File: config.mk
export PLATFORM = sky130hd
export DESIGN_NAME = http_chunked_body_decoder_top_flat
export DESIGN_NICKNAME = d
export VERILOG_FILES = /design/src/hcbd_pkg.sv /design/src/hcbd_if.sv /design/src/hcbd_front.sv /design/src/hcbd_queue.sv /design/src/hcbd_back.sv /design/src/http_chunked_body_decoder_top.sv /design/src/flat_wrapper.sv
export SDC_FILE = /design/constraint.sdc
export NUM_CORES = 1
export LEC_CHECK = 0
export BUFFER_PORTS_ARGS = -buffer_cell sky130_fd_sc_hd__buf_4
export CORE_MARGIN = 5
export CORE_UTILIZATION = 45
export CTS_CLUSTER_DIAMETER = 150
export DETAILED_ROUTE_END_ITERATION = 10
export RECOVER_POWER = 50
export SLEW_MARGIN = 20
export SYNTH_ARGS = -nofsm -noshare
export SYNTH_HDL_FRONTEND = slang
export SYNTH_SLANG_ARGS = --single-unit
File: constraint.sdc
create_clock -name i_clk -period 14.2 [get_ports i_clk]
set_input_delay 0.71 -clock i_clk [delete_from_list [all_inputs] [get_ports i_clk]]
set_output_delay 0.71 -clock i_clk [all_outputs]
set_load 0.01 [all_outputs]
File: src/hcbd_pkg.sv
// ----------------------------------------------------------------------------
// hcbd_pkg
// Shared types and constants of the chunked body decoder.
// ----------------------------------------------------------------------------
`default_nettype none

package hcbd_pkg;

    localparam int COUNT_WIDTH_DEF = 32;
    localparam logic [31:0] MAX_BODY_RESET = 32'd1048576;

    // entries of the queue between front and back
    localparam int QUEUE_DEPTH = 2;

    // byte classes made by the front
    localparam logic [2:0] CL_OTHER   = 3'd0;
    localparam logic [2:0] CL_HEX     = 3'd1;
    localparam logic [2:0] CL_CR      = 3'd2;
    localparam logic [2:0] CL_LF      = 3'd3;
    localparam logic [2:0] CL_RESTART = 3'd4;

    localparam logic [7:0] CHAR_CR = 8'h0D;
    localparam logic [7:0] CHAR_LF = 8'h0A;

    localparam logic [1:0] ST_BUSY = 2'd0;
    localparam logic [1:0] ST_DONE = 2'd1;
    localparam logic [1:0] ST_BIG  = 2'd2;

    typedef struct packed {
        logic [2:0] cls;
        logic [3:0] digit;
        logic [7:0] data;
    } t_item;

endpackage

`default_nettype wire

File: src/hcbd_if.sv
// ----------------------------------------------------------------------------
// hcbd_if
// Valid/ready channels for body bytes in and decoded results out.
// ----------------------------------------------------------------------------
`default_nettype none

interface hcbd_in_if;
    logic       valid;
    logic       ready;
    logic       action;
    logic [7:0] in_byte;

    modport source (output valid, output action, output in_byte, input ready);
    modport sink   (input valid, input action, input in_byte, output ready);
endinterface

interface hcbd_out_if;
    logic        valid;
    logic        ready;
    logic [7:0]  payload_byte;
    logic        payload_valid;
    logic [1:0]  status;
    logic [31:0] total_bytes;

    modport source (output valid, output payload_byte, output payload_valid,
                    output status, output total_bytes, input ready);
    modport sink   (input valid, input payload_byte, input payload_valid,
                    input status, input total_bytes, output ready);
endinterface

`default_nettype wire

File: src/hcbd_front.sv
// ----------------------------------------------------------------------------
// hcbd_front
// Accepts input beats and classifies each byte for the back end.
// ----------------------------------------------------------------------------
`default_nettype none

module hcbd_front (
    hcbd_in_if.sink         i_in,
    output logic            o_push_valid,
    output hcbd_pkg::t_item o_push_item,
    input  logic            i_push_ready
);

    logic       is_num;
    logic       is_upper;
    logic       is_lower;
    logic [7:0] b;

    assign b        = i_in.in_byte;
    assign is_num   = (b >= 8'h30) && (b <= 8'h39);
    assign is_upper = (b >= 8'h41) && (b <= 8'h46);
    assign is_lower = (b >= 8'h61) && (b <= 8'h66);

    assign i_in.ready   = i_push_ready;
    assign o_push_valid = i_in.valid;

    always_comb begin
        o_push_item.data  = b;
        // letters a-f / A-F carry their value in the low nibble plus nine
        o_push_item.digit = is_num ? b[3:0] : b[3:0] + 4'd9;
        if (i_in.action) begin
            o_push_item.cls = hcbd_pkg::CL_RESTART;
        end else if (b == hcbd_pkg::CHAR_CR) begin
            o_push_item.cls = hcbd_pkg::CL_CR;
        end else if (b == hcbd_pkg::CHAR_LF) begin
            o_push_item.cls = hcbd_pkg::CL_LF;
        end else if (is_num || is_upper || is_lower) begin
            o_push_item.cls = hcbd_pkg::CL_HEX;
        end else begin
            o_push_item.cls = hcbd_pkg::CL_OTHER;
        end
    end

endmodule

`default_nettype wire

File: src/hcbd_queue.sv
// ----------------------------------------------------------------------------
// hcbd_queue
// Short queue of classified bytes between front and back.
// ----------------------------------------------------------------------------
`default_nettype none

module hcbd_queue (
    input  logic            i_clk,
    input  logic            i_rst_n,
    input  logic            i_push_valid,
    input  hcbd_pkg::t_item i_push_item,
    output logic            o_push_ready,
    output logic            o_pop_valid,
    output hcbd_pkg::t_item o_pop_item,
    input  logic            i_pop_ready
);

    localparam int DEPTH = hcbd_pkg::QUEUE_DEPTH;
    localparam int PTR_W = (DEPTH > 1) ? $clog2(DEPTH) : 1;
    localparam int CNT_W = $clog2(DEPTH + 1);

    hcbd_pkg::t_item  r_mem [DEPTH];
    logic [PTR_W-1:0] r_wr_ptr, n_wr_ptr;
    logic [PTR_W-1:0] r_rd_ptr, n_rd_ptr;
    logic [CNT_W-1:0] r_count, n_count;
    logic             push;
    logic             pop;

    assign o_push_ready = (r_count != CNT_W'(DEPTH));
    assign o_pop_valid  = (r_count != '0);
    assign o_pop_item   = r_mem[r_rd_ptr];
    assign push         = i_push_valid && o_push_ready;
    assign pop          = o_pop_valid && i_pop_ready;

    always_comb begin
        n_wr_ptr = r_wr_ptr;
        n_rd_ptr = r_rd_ptr;
        n_count  = r_count;
        if (push) begin
            n_wr_ptr = (r_wr_ptr == PTR_W'(DEPTH - 1)) ? '0 : r_wr_ptr + 1'b1;
        end
        if (pop) begin
            n_rd_ptr = (r_rd_ptr == PTR_W'(DEPTH - 1)) ? '0 : r_rd_ptr + 1'b1;
        end
        if (push && !pop) begin
            n_count = r_count + 1'b1;
        end else if (pop && !push) begin
            n_count = r_count - 1'b1;
        end
    end

    always_ff @(posedge i_clk) begin
        if (!i_rst_n) begin
            r_wr_ptr <= '0;
            r_rd_ptr <= '0;
            r_count  <= '0;
        end else begin
            r_wr_ptr <= n_wr_ptr;
            r_rd_ptr <= n_rd_ptr;
            r_count  <= n_count;
        end
    end

    always_ff @(posedge i_clk) begin
        if (push) begin
            r_mem[r_wr_ptr] <= i_push_item;
        end
    end

endmodule

`default_nettype wire

File: src/hcbd_back.sv
// ----------------------------------------------------------------------------
// hcbd_back
// Chunk framing state machine, size check and registered result beat.
// ----------------------------------------------------------------------------
`default_nettype none

module hcbd_back #(
    parameter int COUNT_WIDTH = hcbd_pkg::COUNT_WIDTH_DEF
) (
    input  logic            i_clk,
    input  logic            i_rst_n,
    input  logic            i_cfg_we,
    input  logic [31:0]     i_cfg_wdata,
    input  logic            i_pop_valid,
    input  hcbd_pkg::t_item i_pop_item,
    output logic            o_pop_ready,
    hcbd_out_if.source      o_out
);

    localparam int CW = COUNT_WIDTH;
    localparam int SW = ((CW > 32) ? CW : 32) + 1;

    localparam logic [2:0] PH_SIZE    = 3'd0;
    localparam logic [2:0] PH_SIZE_CR = 3'd1;
    localparam logic [2:0] PH_DATA    = 3'd2;
    localparam logic [2:0] PH_SKIP1   = 3'd3;
    localparam logic [2:0] PH_SKIP2   = 3'd4;
    localparam logic [2:0] PH_DONE    = 3'd5;
    localparam logic [2:0] PH_BIG     = 3'd6;

    logic [31:0]   r_max;
    logic [2:0]    r_phase, n_phase;
    logic [CW-1:0] r_chunk_left, n_chunk_left;
    logic [CW-1:0] r_body_total, n_body_total;
    logic          r_out_valid;
    logic [7:0]    r_payload_byte, n_payload_byte;
    logic          r_payload_valid, n_payload_valid;
    logic [1:0]    r_status, n_status;
    logic [31:0]   r_total_bytes;

    logic          take;
    logic          restart;
    logic [CW-1:0] digit_acc;
    logic [SW-1:0] need;
    logic          too_big;
    logic [2:0]    eol_phase;
    logic [SW-1:0] total_ext;

    assign o_pop_ready = !r_out_valid || o_out.ready;
    assign take        = i_pop_valid && o_pop_ready;
    assign restart     = (i_pop_item.cls == hcbd_pkg::CL_RESTART);

    // hex accumulator saturates once a shift would lose bits
    assign digit_acc = (|r_chunk_left[CW-1 -: 4]) ? '1
                     : {r_chunk_left[CW-5:0], i_pop_item.digit};

    // new chunk fits when total plus size stays within the maximum
    assign need      = SW'(r_chunk_left) + SW'(r_body_total);
    assign too_big   = need > SW'(r_max);
    assign eol_phase = too_big ? PH_BIG : (r_chunk_left == '0) ? PH_DONE : PH_DATA;

    always_comb begin
        n_phase         = r_phase;
        n_chunk_left    = r_chunk_left;
        n_body_total    = r_body_total;
        n_payload_byte  = '0;
        n_payload_valid = 1'b0;
        if (restart) begin
            n_phase      = PH_SIZE;
            n_chunk_left = '0;
            n_body_total = '0;
        end else begin
            unique case (r_phase) inside
                PH_SIZE: begin
                    if (i_pop_item.cls == hcbd_pkg::CL_CR) begin
                        n_phase = PH_SIZE_CR;
                    end else if (i_pop_item.cls == hcbd_pkg::CL_HEX) begin
                        n_chunk_left = digit_acc;
                    end
                end
                PH_SIZE_CR: begin
                    if (i_pop_item.cls == hcbd_pkg::CL_LF) begin
                        n_phase = eol_phase;
                    end else if (i_pop_item.cls != hcbd_pkg::CL_CR) begin
                        n_phase = PH_SIZE;
                        if (i_pop_item.cls == hcbd_pkg::CL_HEX) begin
                            n_chunk_left = digit_acc;
                        end
                    end
                end
                PH_DATA: begin
                    n_payload_byte  = i_pop_item.data;
                    n_payload_valid = 1'b1;
                    if (r_chunk_left != '0) begin
                        n_chunk_left = r_chunk_left - 1'b1;
                    end
                    if (r_body_total != '1) begin
                        n_body_total = r_body_total + 1'b1;
                    end
                    if (n_chunk_left == '0) begin
                        n_phase = PH_SKIP1;
                    end
                end
                PH_SKIP1: begin
                    n_phase = PH_SKIP2;
                end
                PH_SKIP2: begin
                    n_phase      = PH_SIZE;
                    n_chunk_left = '0;
                end
                PH_DONE, PH_BIG: begin
                end
                default: begin
                    n_phase = PH_SIZE;
                end
            endcase
        end
        if (n_phase == PH_DONE) begin
            n_status = hcbd_pkg::ST_DONE;
        end else if (n_phase == PH_BIG) begin
            n_status = hcbd_pkg::ST_BIG;
        end else begin
            n_status = hcbd_pkg::ST_BUSY;
        end
    end

    assign total_ext = SW'(n_body_total);

    always_ff @(posedge i_clk) begin
        if (!i_rst_n) begin
            r_max        <= hcbd_pkg::MAX_BODY_RESET;
            r_phase      <= PH_SIZE;
            r_chunk_left <= '0;
            r_body_total <= '0;
            r_out_valid  <= 1'b0;
        end else begin
            if (i_cfg_we) begin
                r_max <= i_cfg_wdata;
            end
            if (take) begin
                r_phase      <= n_phase;
                r_chunk_left <= n_chunk_left;
                r_body_total <= n_body_total;
                r_out_valid  <= 1'b1;
            end else if (o_out.ready) begin
                r_out_valid  <= 1'b0;
            end
        end
    end

    always_ff @(posedge i_clk) begin
        if (take) begin
            r_payload_byte  <= n_payload_byte;
            r_payload_valid <= n_payload_valid;
            r_status        <= n_status;
            r_total_bytes   <= total_ext[31:0];
        end
    end

    assign o_out.valid         = r_out_valid;
    assign o_out.payload_byte  = r_payload_byte;
    assign o_out.payload_valid = r_payload_valid;
    assign o_out.status        = r_status;
    assign o_out.total_bytes   = r_total_bytes;

    a_take_gives_beat: assert property (@(posedge i_clk) disable iff (!i_rst_n)
        take |=> r_out_valid)
        else $error("taken byte produced no result beat");

    a_payload_busy: assert property (@(posedge i_clk) disable iff (!i_rst_n)
        (r_out_valid && r_payload_valid) |-> (r_status == hcbd_pkg::ST_BUSY))
        else $error("payload beat with final status");

    a_total_grows: assert property (@(posedge i_clk) disable iff (!i_rst_n)
        !(take && restart) |=> (r_body_total >= $past(r_body_total)))
        else $error("body total went down without restart");

    a_done_holds: assert property (@(posedge i_clk) disable iff (!i_rst_n)
        ((r_phase == PH_DONE || r_phase == PH_BIG) && !(take && restart))
        |=> (r_phase == $past(r_phase)))
        else $error("final phase left without restart");

endmodule

`default_nettype wire

File: src/http_chunked_body_decoder_top.sv
// ----------------------------------------------------------------------------
// http_chunked_body_decoder_top
// Chunked transfer body decoder: one body byte in, one result beat out.
// ----------------------------------------------------------------------------
//  port     dir   handshake      payload
//  i_in     in    valid/ready    action, in_byte
//  o_out    out   valid/ready    payload_byte, payload_valid, status, total_bytes
//  i_cfg    in    i_cfg_we       i_cfg_wdata (max_body_bytes)
//
//  one beat in and one beat out per cycle when both sides keep moving
//  each byte is classified into the queue, then the state machine writes
//  the result register
//  a two-entry queue parts front and back; a stalled output fills it and
//  then drops i_in.ready
//  i_rst_n is synchronous; reset sets max_body_bytes to 1048576
// ----------------------------------------------------------------------------
`default_nettype none

module http_chunked_body_decoder_top #(
    parameter int COUNT_WIDTH = hcbd_pkg::COUNT_WIDTH_DEF
) (
    input  logic        i_clk,
    input  logic        i_rst_n,
    input  logic        i_cfg_we,
    input  logic [31:0] i_cfg_wdata,
    hcbd_in_if.sink     i_in,
    hcbd_out_if.source  o_out
);

    logic            push_valid;
    logic            push_ready;
    hcbd_pkg::t_item push_item;
    logic            pop_valid;
    logic            pop_ready;
    hcbd_pkg::t_item pop_item;

    hcbd_front u_front (
        .i_in         (i_in),
        .o_push_valid (push_valid),
        .o_push_item  (push_item),
        .i_push_ready (push_ready)
    );

    hcbd_queue u_queue (
        .i_clk        (i_clk),
        .i_rst_n      (i_rst_n),
        .i_push_valid (push_valid),
        .i_push_item  (push_item),
        .o_push_ready (push_ready),
        .o_pop_valid  (pop_valid),
        .o_pop_item   (pop_item),
        .i_pop_ready  (pop_ready)
    );

    hcbd_back #(
        .COUNT_WIDTH (COUNT_WIDTH)
    ) u_back (
        .i_clk       (i_clk),
        .i_rst_n     (i_rst_n),
        .i_cfg_we    (i_cfg_we),
        .i_cfg_wdata (i_cfg_wdata),
        .i_pop_valid (pop_valid),
        .i_pop_item  (pop_item),
        .o_pop_ready (pop_ready),
        .o_out       (o_out)
    );

endmodule

`default_nettype wire

File: src/flat_wrapper.sv
// flat-port wrapper written by rule: the top's interface ports become plain ports
module http_chunked_body_decoder_top_flat 
#(
    parameter int COUNT_WIDTH = hcbd_pkg::COUNT_WIDTH_DEF
)
  (i_clk, i_rst_n, i_cfg_we, i_cfg_wdata, i_in_valid, i_in_action, i_in_in_byte, i_in_ready, o_out_valid, o_out_payload_byte, o_out_payload_valid, o_out_status, o_out_total_bytes, o_out_ready);
  hcbd_in_if i_in_i ();
  hcbd_out_if o_out_i ();
  input  logic i_clk;
  input  logic i_rst_n;
  input  logic i_cfg_we;
  input  logic [31:0] i_cfg_wdata;
  input wire logic [$bits(i_in_i.valid)-1:0] i_in_valid;
  input wire logic [$bits(i_in_i.action)-1:0] i_in_action;
  input wire logic [$bits(i_in_i.in_byte)-1:0] i_in_in_byte;
  output wire logic [$bits(i_in_i.ready)-1:0] i_in_ready;
  output wire logic [$bits(o_out_i.valid)-1:0] o_out_valid;
  output wire logic [$bits(o_out_i.payload_byte)-1:0] o_out_payload_byte;
  output wire logic [$bits(o_out_i.payload_valid)-1:0] o_out_payload_valid;
  output wire logic [$bits(o_out_i.status)-1:0] o_out_status;
  output wire logic [$bits(o_out_i.total_bytes)-1:0] o_out_total_bytes;
  input wire logic [$bits(o_out_i.ready)-1:0] o_out_ready;
  assign i_in_i.valid = i_in_valid;
  assign i_in_i.action = i_in_action;
  assign i_in_i.in_byte = i_in_in_byte;
  assign i_in_ready = i_in_i.ready;
  assign o_out_valid = o_out_i.valid;
  assign o_out_payload_byte = o_out_i.payload_byte;
  assign o_out_payload_valid = o_out_i.payload_valid;
  assign o_out_status = o_out_i.status;
  assign o_out_total_bytes = o_out_i.total_bytes;
  assign o_out_i.ready = o_out_ready;
  http_chunked_body_decoder_top #(.COUNT_WIDTH(COUNT_WIDTH)) u_core (.i_clk(i_clk), .i_rst_n(i_rst_n), .i_cfg_we(i_cfg_we), .i_cfg_wdata(i_cfg_wdata), .i_in(i_in_i), .o_out(o_out_i));
endmodule
Yosys cells after proc, flatten, opt, wreduce, memory -nomap -nowiden
Memories as Yosys holds them, arrays and structs flattened. A register that Yosys moved wholly into a read port is not among the register bits.
Cells that the tools add are included.
{ "word_totals": {"regBits": 147, "ram_bits": 30, "in_bits": 46, "output_inout_bits": 45, "mem_count": 1} }
{ "memory_table": {"columns": ["name", "depth", "word_bits", "rd", "rd_clocked_by_memory_dff", "wr", "line_no", "text"], "rows": [
  ["u_core.u_queue.r_mem", 2, 15, 1, 1, 1, "hcbd_queue.sv:22", "hcbd_pkg::t_item r_mem [DEPTH];"]
]} }
{ "op_classes": {"n_addsub": 8, "order_cmp": 7, "n_eq_ne": 20, "muxes": 38, "n_bitwise": 1, "reduce_logical": 25} }
{ "op_table": {"columns": ["cell", "n"], "rows": [
  ["32-bit 2-to-1 mux", 12],
  ["32-bit one-hot mux with 4 select lines", 1],
  ["32-bit logical NOT", 2],
  ["32-bit by 32-bit adder with 33-bit output", 1],
  ["33-bit by 32-bit > comparator with 1-bit output", 1],
  ["32-bit by 1-bit adder with 32-bit output (second input constant)", 1],
  ["32-bit != test (second input constant)", 1],
  ["32-bit nonzero test", 1],
  ["32-bit by 1-bit subtractor with 32-bit output (second input constant)", 1],
  ["3-bit 2-to-1 mux", 8],
  ["3-bit equality test (second input constant)", 6],
  ["8-bit by 4-bit equality test with 1-bit output (second input constant)", 2],
  ["8-bit by 7-bit >= comparator with 1-bit output (second input constant)", 2],
  ["8-bit by 7-bit <= comparator with 1-bit output (second input constant)", 2],
  ["3-bit one-hot mux with 5 select lines", 1],
  ["3-bit by 2-bit equality test with 1-bit output (second input constant)", 4],
  ["1-bit 2-to-1 mux", 10],
  ["2-bit 2-to-1 mux", 5],
  ["8-bit by 6-bit >= comparator with 1-bit output (second input constant)", 1],
  ["8-bit by 6-bit <= comparator with 1-bit output (second input constant)", 1],
  ["1-bit logical AND", 7],
  ["3-bit by 1-bit equality test with 1-bit output (second input constant)", 2],
  ["3-bit by 2-bit != test with 1-bit output (second input constant)", 2],
  ["3-bit != test (second input constant)", 2],
  ["other kinds (15)", 23]
]} }

Logic depth before layout (Yosys ltp)
{ "depth": {"word_depth": 10, "depth_mapped": 22} }

Hierarchy
A second synthesis with hierarchy kept.
{ "hier_totals": {"cells_unflattened": 1297, "area_unflattened_um2": 11338.4} }
{ "by_module_without_submodules": {"columns": ["module", "instances", "cells_each", "area_each_um2", "seq_area_each_um2"], "rows": [
  ["hcbd_back", 1, 1188, 9684.3, 3293.2],
  ["hcbd_queue", 1, 71, 1322.5, 1001.0],
  ["hcbd_front", 1, 38, 331.6, 0.0]
]} }

Least setup slack after synthesis
Ideal clock, no wire load.
{ "synth_path": {"kind": "register -> register", "start": "register u_core.u_back.r_chunk_left[1]", "end": "register u_core.u_back.r_status[0] (netlist: u_core.u_back.o_out.status[0]) (data pin)", "setup_time_ps": 267, "arrival_ps": 4468, "setup_slack_ps": 9464, "path_stages_with_launch": 21, "path_buffers": 0, "cell_sequence": "dfxtp_1 -> ha_1 -> a211oi_1 -> nor2_1 -> o41ai_1 -> a31oi_1 -> o21ai_0 -> o21ai_0 -> or4_1 -> and3_1 -> a311o_1 -> ha_1 -> a21oi_1 -> nor2b_1 -> a2111oi_0 -> o311ai_0 -> o31ai_1 -> nand3_1 -> o21ai_0 -> and3_1 -> nor3_2"} }
{ "synth_between": {"elab_chain_len": 9} }
{ "synth_rtl": {"columns": ["item", "line_no", "text"], "rows": [
  ["start: declaration", "hcbd_back.sv:33", "logic [CW-1:0] r_chunk_left, n_chunk_left;"],
  ["start signal: assignment", "hcbd_back.sv:142", "r_chunk_left <= n_chunk_left;"],
  ["branches (longest 6 deep; another with 32-bit by 32-bit adder with 33-bit output)", null, null],
  ["3-bit one-hot mux with 5 select lines *", "hcbd_back.sv:73", "unique case (r_phase) inside"],
  ["3-bit 2-to-1 mux *", "hcbd_back.sv:68", "if (restart) begin"],
  ["3-bit equality test *", "hcbd_back.sv:118", "if (n_phase == PH_DONE) begin"],
  ["end signal: assignment", "hcbd_back.sv:155", "r_status <= n_status;"],
  ["end: declaration", "hcbd_back.sv:38", "logic [1:0] r_status, n_status;"]
]} }
Mark *: on every way between the ends. The select of a mux whose other input is x is not followed.
A chain may end at the register's enable or synchronous reset.

Worst setup path after layout
Same ends and word-level chain as after synthesis.

==> metrics.md <==
| Metric | Value |
|---|---|
| RSZ-0062 raised after global routing | `no` |
| Yosys warns | `0` |
| Switching Share | `36.1%` |
| Reg area | `4300 um^2` |
| Final HPWL DP | `22400 um` |
| Die area | `29300 um^2` |
| Port bufs | `90` |
| Max-slew headroom | `-163%` |
| Syn avg cell area | `8.67 um^2` |
| Clock skew | `0.0135 ns` |
| Top-count cell post-synth | `nor2_1` |
| Pleak | `5.07 nW` |
| Slew Limit Fails | `108` |
| Area of the core | `25800 um^2` |
| Placement Cell Area | `12600 um^2` |
| H-Tree Level Count | `4` |
| Iter 0 DRT Violations | `742` |
| Hold Buf Count CTS | `0` |
| Syn_nets | `1467` |
| Vias/cell | `5.78` |
| TNS Setup | `0 ns` |
| Startpoint type of the worst setup path | `register` |
| Status | `finished, violations left` |
| Ys async rst share | `0%` |
| Boundary pin count | `91` |
| Fraction of layout cells with a size suffix above 1 | `6.97%` |
| Largest net degree at the start of global routing | `108` |
| Hold Path Origin | `i_cfg_wdata[20]` |
| Placed instance count | `1710` |
| FMAX | `163 MHz` |
| Count of max-cap constraint violations | `1` |
| Crit end category | `register` |
| Clock power frac | `30.9%` |
| WHS | `0.495 ns` |
| CTS root buf | `clkbuf_16` |
| Routability cong. | `0.931` |
| Post-synth top cells | `120 x nor2_1, 105 x dfxtp_1, 89 x o21ai_0, 80 x a21oi_1, 79 x nand2_1` |
| Worst r2r path cells | `20` |
| TritonCTS Sinks | `178` |
| Routed length per instance | `17.9 um` |
| Reg2Reg Capture Point | `u_core.u_back.o_out.status[0]$_SDFFCE_PN1P_` |
| Number of remaining DRC errors | `0` |
| Main synth FF type | `dfxtp_1` |
| Crit-path max FO | `9` |
| Critical R2R Launch | `u_core.u_back.r_chunk_left[1]$_SDFFE_PN0P_` |
| Fin nets | `1513` |
| Flop pwr share | `40.8%` |
| Arrival @ worst endpoint | `6.29 ns` |
| Total routed wirelength | `31200 um` |
| CP required | `14.37 ns` |
| Top post-synthesis cells by area | `edfxtp_1 19%, dfxtp_1 18%, ha_1 7.7%` |
| Filler instances | `2494` |
| Die Height | `171 um` |
| Sequential area share after synthesis | `36.7%` |
| Antenna cell count | `0` |
| R2R setup slack | `8.08 ns` |
| Die Width | `171 um` |
| Minimum clock period | `6.12 ns` |
| Hold EP | `u_core.u_back.r_max[20]$_SDFFE_PN1P_` |
| Cells on Worst Hold Path | `3` |
| Total gr overflow | `0` |
| Vias in the first global route | `9540` |
| Post-Syn Instances | `1348` |
| CTS buffer count | `17` |
| Initial core utilization | `45.3%` |
| Period utilization | `43.1%` |
| First-pass GRT wire length | `49500 um` |
| DR pass1 iterations | `6` |
| Pint | `1.04 mW` |
| Number of synthesized flops with an enable pin | `73` |
| Endpoints failing setup | `0` |
| Core Util, Final | `50.4%` |
| Vias | `10.1k` |
| Area leader, netlist | `edfxtp_1` |
| Post-synth cell types | `71` |
| Pwr Density | `125 nW/um^2` |
| Multi-input logic area | `6930 um^2` |
| Net switching power | `0.588 mW` |
| Setup bufs post-CTS | `0` |
| Worst-path clk slew | `0.08 ns` |
| CP Class | `reg -> reg` |
| Worst hold path type | `in -> reg` |
| Top-area cell type share of the netlist area | `18.7%` |
| Synthesized cell area | `11700 um^2` |
| Cts repair resizes | `0` |
| Tot GR Track Use | `21.0%` |
| Clock network latency to the later pin of the worst-skew pair | `0.44 ns` |
| Initial antenna violation count | `0` |
| Clock Tree Buf Depth | `2` |
| Max VDD drop | `0.0000697 V` |
| Final hold vios | `0` |
| CTS tree | `built` |
| Area Growth Syn to Fin | `11.3%` |
| Slew @ Worst Pin | `3.94 ns` |
| Final instance area | `13000 um^2` |
| Finished Layout Cells | `1742` |
| Combinational share of power | `28.4%` |
| Core Rows | `59` |
| Final antenna-violating net count | `0` |
| Failing checks | `capacitance limit, slew limit` |
| Number of synthesized register bits | `178` |
-- power by group through the flow --
stage	sequential, mW	combinational, mW	clock [mW]
after floorplan	0.692	0.298	0
after global placement	0.676	0.500	0
after detailed placement	0.677	0.501	0
after CTS	0.666	0.504	0.511
after global routing	0.673	0.507	0.533
final	0.664	0.461	0.502
-- final cells by class --
type,instances,area share [%]
multi-input cells,1043,53.2
flip-flops and latches,178,33.0
repair buffers,100,4.18
clock buffers,17,3.27
well taps,335,3.22
inverters,54,1.56
clock inverters,15,1.52
-- cells by family after synthesis --
logic type	Yosys count	synth area share (%)
AND/OR/NAND/NOR	506	22.7
AO/OA/AOI/OAI	339	18.6
flip-flops	178	36.7
buffers and inverters	127	4.24
XOR/XNOR	77	5.77
adder cells (fa/ha/maj)	73	7.87
multiplexers	48	4.14
-- worst max-delay path, stage by stage, from the launching register on --
cell and delay [ns]:
dfxtp_1 0.52, ha_1 0.30, a211oi_1 0.24, nor2_1 0.10, o41ai_1 0.68, a31oi_1 0.22
o21ai_0 0.26, o21ai_0 0.18, or4_1 0.49, and3_1 0.17, a311o_1 0.28, ha_1 0.20
a21oi_1 0.13, nor2b_1 0.06, a2111oi_0 0.60, o311ai_0 0.26, o31ai_1 0.33, nand3_1 0.30
o21ai_0 0.23, and3_1 0.22, nor3_2 0.05
-- registers in the layout, indices dropped and copies added (netlist names), 2 cells and up, named ones only --
| register | cells |
|---|---|
| u_core.u_back.o_out.total_bytes | 32 |
| u_core.u_back.r_phase | 3 |
| u_core.u_back.r_body_total | 32 |
| u_core.u_queue.r_count | 2 |
| u_core.u_back.r_chunk_left | 32 |
| u_core.u_back.o_out.payload_byte | 8 |
| u_core.u_queue.r_mem | 30 |
| u_core.u_back.o_out.status | 2 |
| u_core.u_back.r_max | 32 |
-- layout by cell type, fill, tap and decap left out, types with 15 or more instances in the layout --
| master | instances |
|---|---|
| a21boi_0 | 31 |
| a21o_1 | 18 |
| a21oi_1 | 80 |
| a31oi_1 | 15 |
| and2_1 | 22 |
| and3_1 | 16 |
| buf_4 | 45 |
| clkbuf_1 | 55 |
| clkbuf_16 | 17 |
| dfxtp_1 | 104 |
| edfxtp_1 | 73 |
| ha_1 | 72 |
| inv_1 | 54 |
| mux2i_1 | 45 |
| nand2_1 | 79 |
| nand3_1 | 42 |
| nand4_1 | 19 |
| nor2_1 | 120 |
| nor2b_1 | 75 |
| nor3_1 | 35 |
| nor4_1 | 25 |
| o21ai_0 | 89 |
| or3_1 | 17 |
| xnor2_1 | 45 |
| xor2_1 | 32 |
-- worst max-delay path by stage --
stage                                               start                                          end  slack, ns  cells after the start
2_1_floorplan  u_core.u_back.r_chunk_left[1]$_SDFFE_PN0P_  u_core.u_back.o_out.status[0]$_SDFFCE_PN1P_       9.46                     20
3_3_place_gp   u_core.u_back.r_chunk_left[1]$_SDFFE_PN0P_  u_core.u_back.o_out.status[0]$_SDFFCE_PN1P_       8.41                     20
3_5_place_dp   u_core.u_back.r_chunk_left[1]$_SDFFE_PN0P_  u_core.u_back.o_out.status[0]$_SDFFCE_PN1P_       8.21                     20
4_1_cts        u_core.u_back.r_chunk_left[1]$_SDFFE_PN0P_  u_core.u_back.o_out.status[0]$_SDFFCE_PN1P_       8.16                     20
5_1_grt        u_core.u_back.r_chunk_left[1]$_SDFFE_PN0P_  u_core.u_back.o_out.status[0]$_SDFFCE_PN1P_       7.49                     20
6_report       u_core.u_back.r_chunk_left[1]$_SDFFE_PN0P_  u_core.u_back.o_out.status[0]$_SDFFCE_PN1P_       8.08                     20
-- routing by layer --
layer,wire length [um],part of all wire [%],global-route usage (%),up-vias
met2,14700,47,34.7,299
met3,1770,5.7,3.47,55
met1,13800,44,27.6,4724
met5,0,0,0,-
met4,1020,3.3,8.41,0
li1,-,-,-,4990
-- per-stage QoR --
step / worst slack, ns / power, mW
after floorplan: 9.46 / 0.990
final: 8.08 / 1.63
after detailed placement: 8.21 / 1.18
after global routing: 7.49 / 1.71
after global placement: 8.41 / 1.18
after CTS: 8.16 / 1.68
No activity file was read; power rests on OpenSTA's default activity.
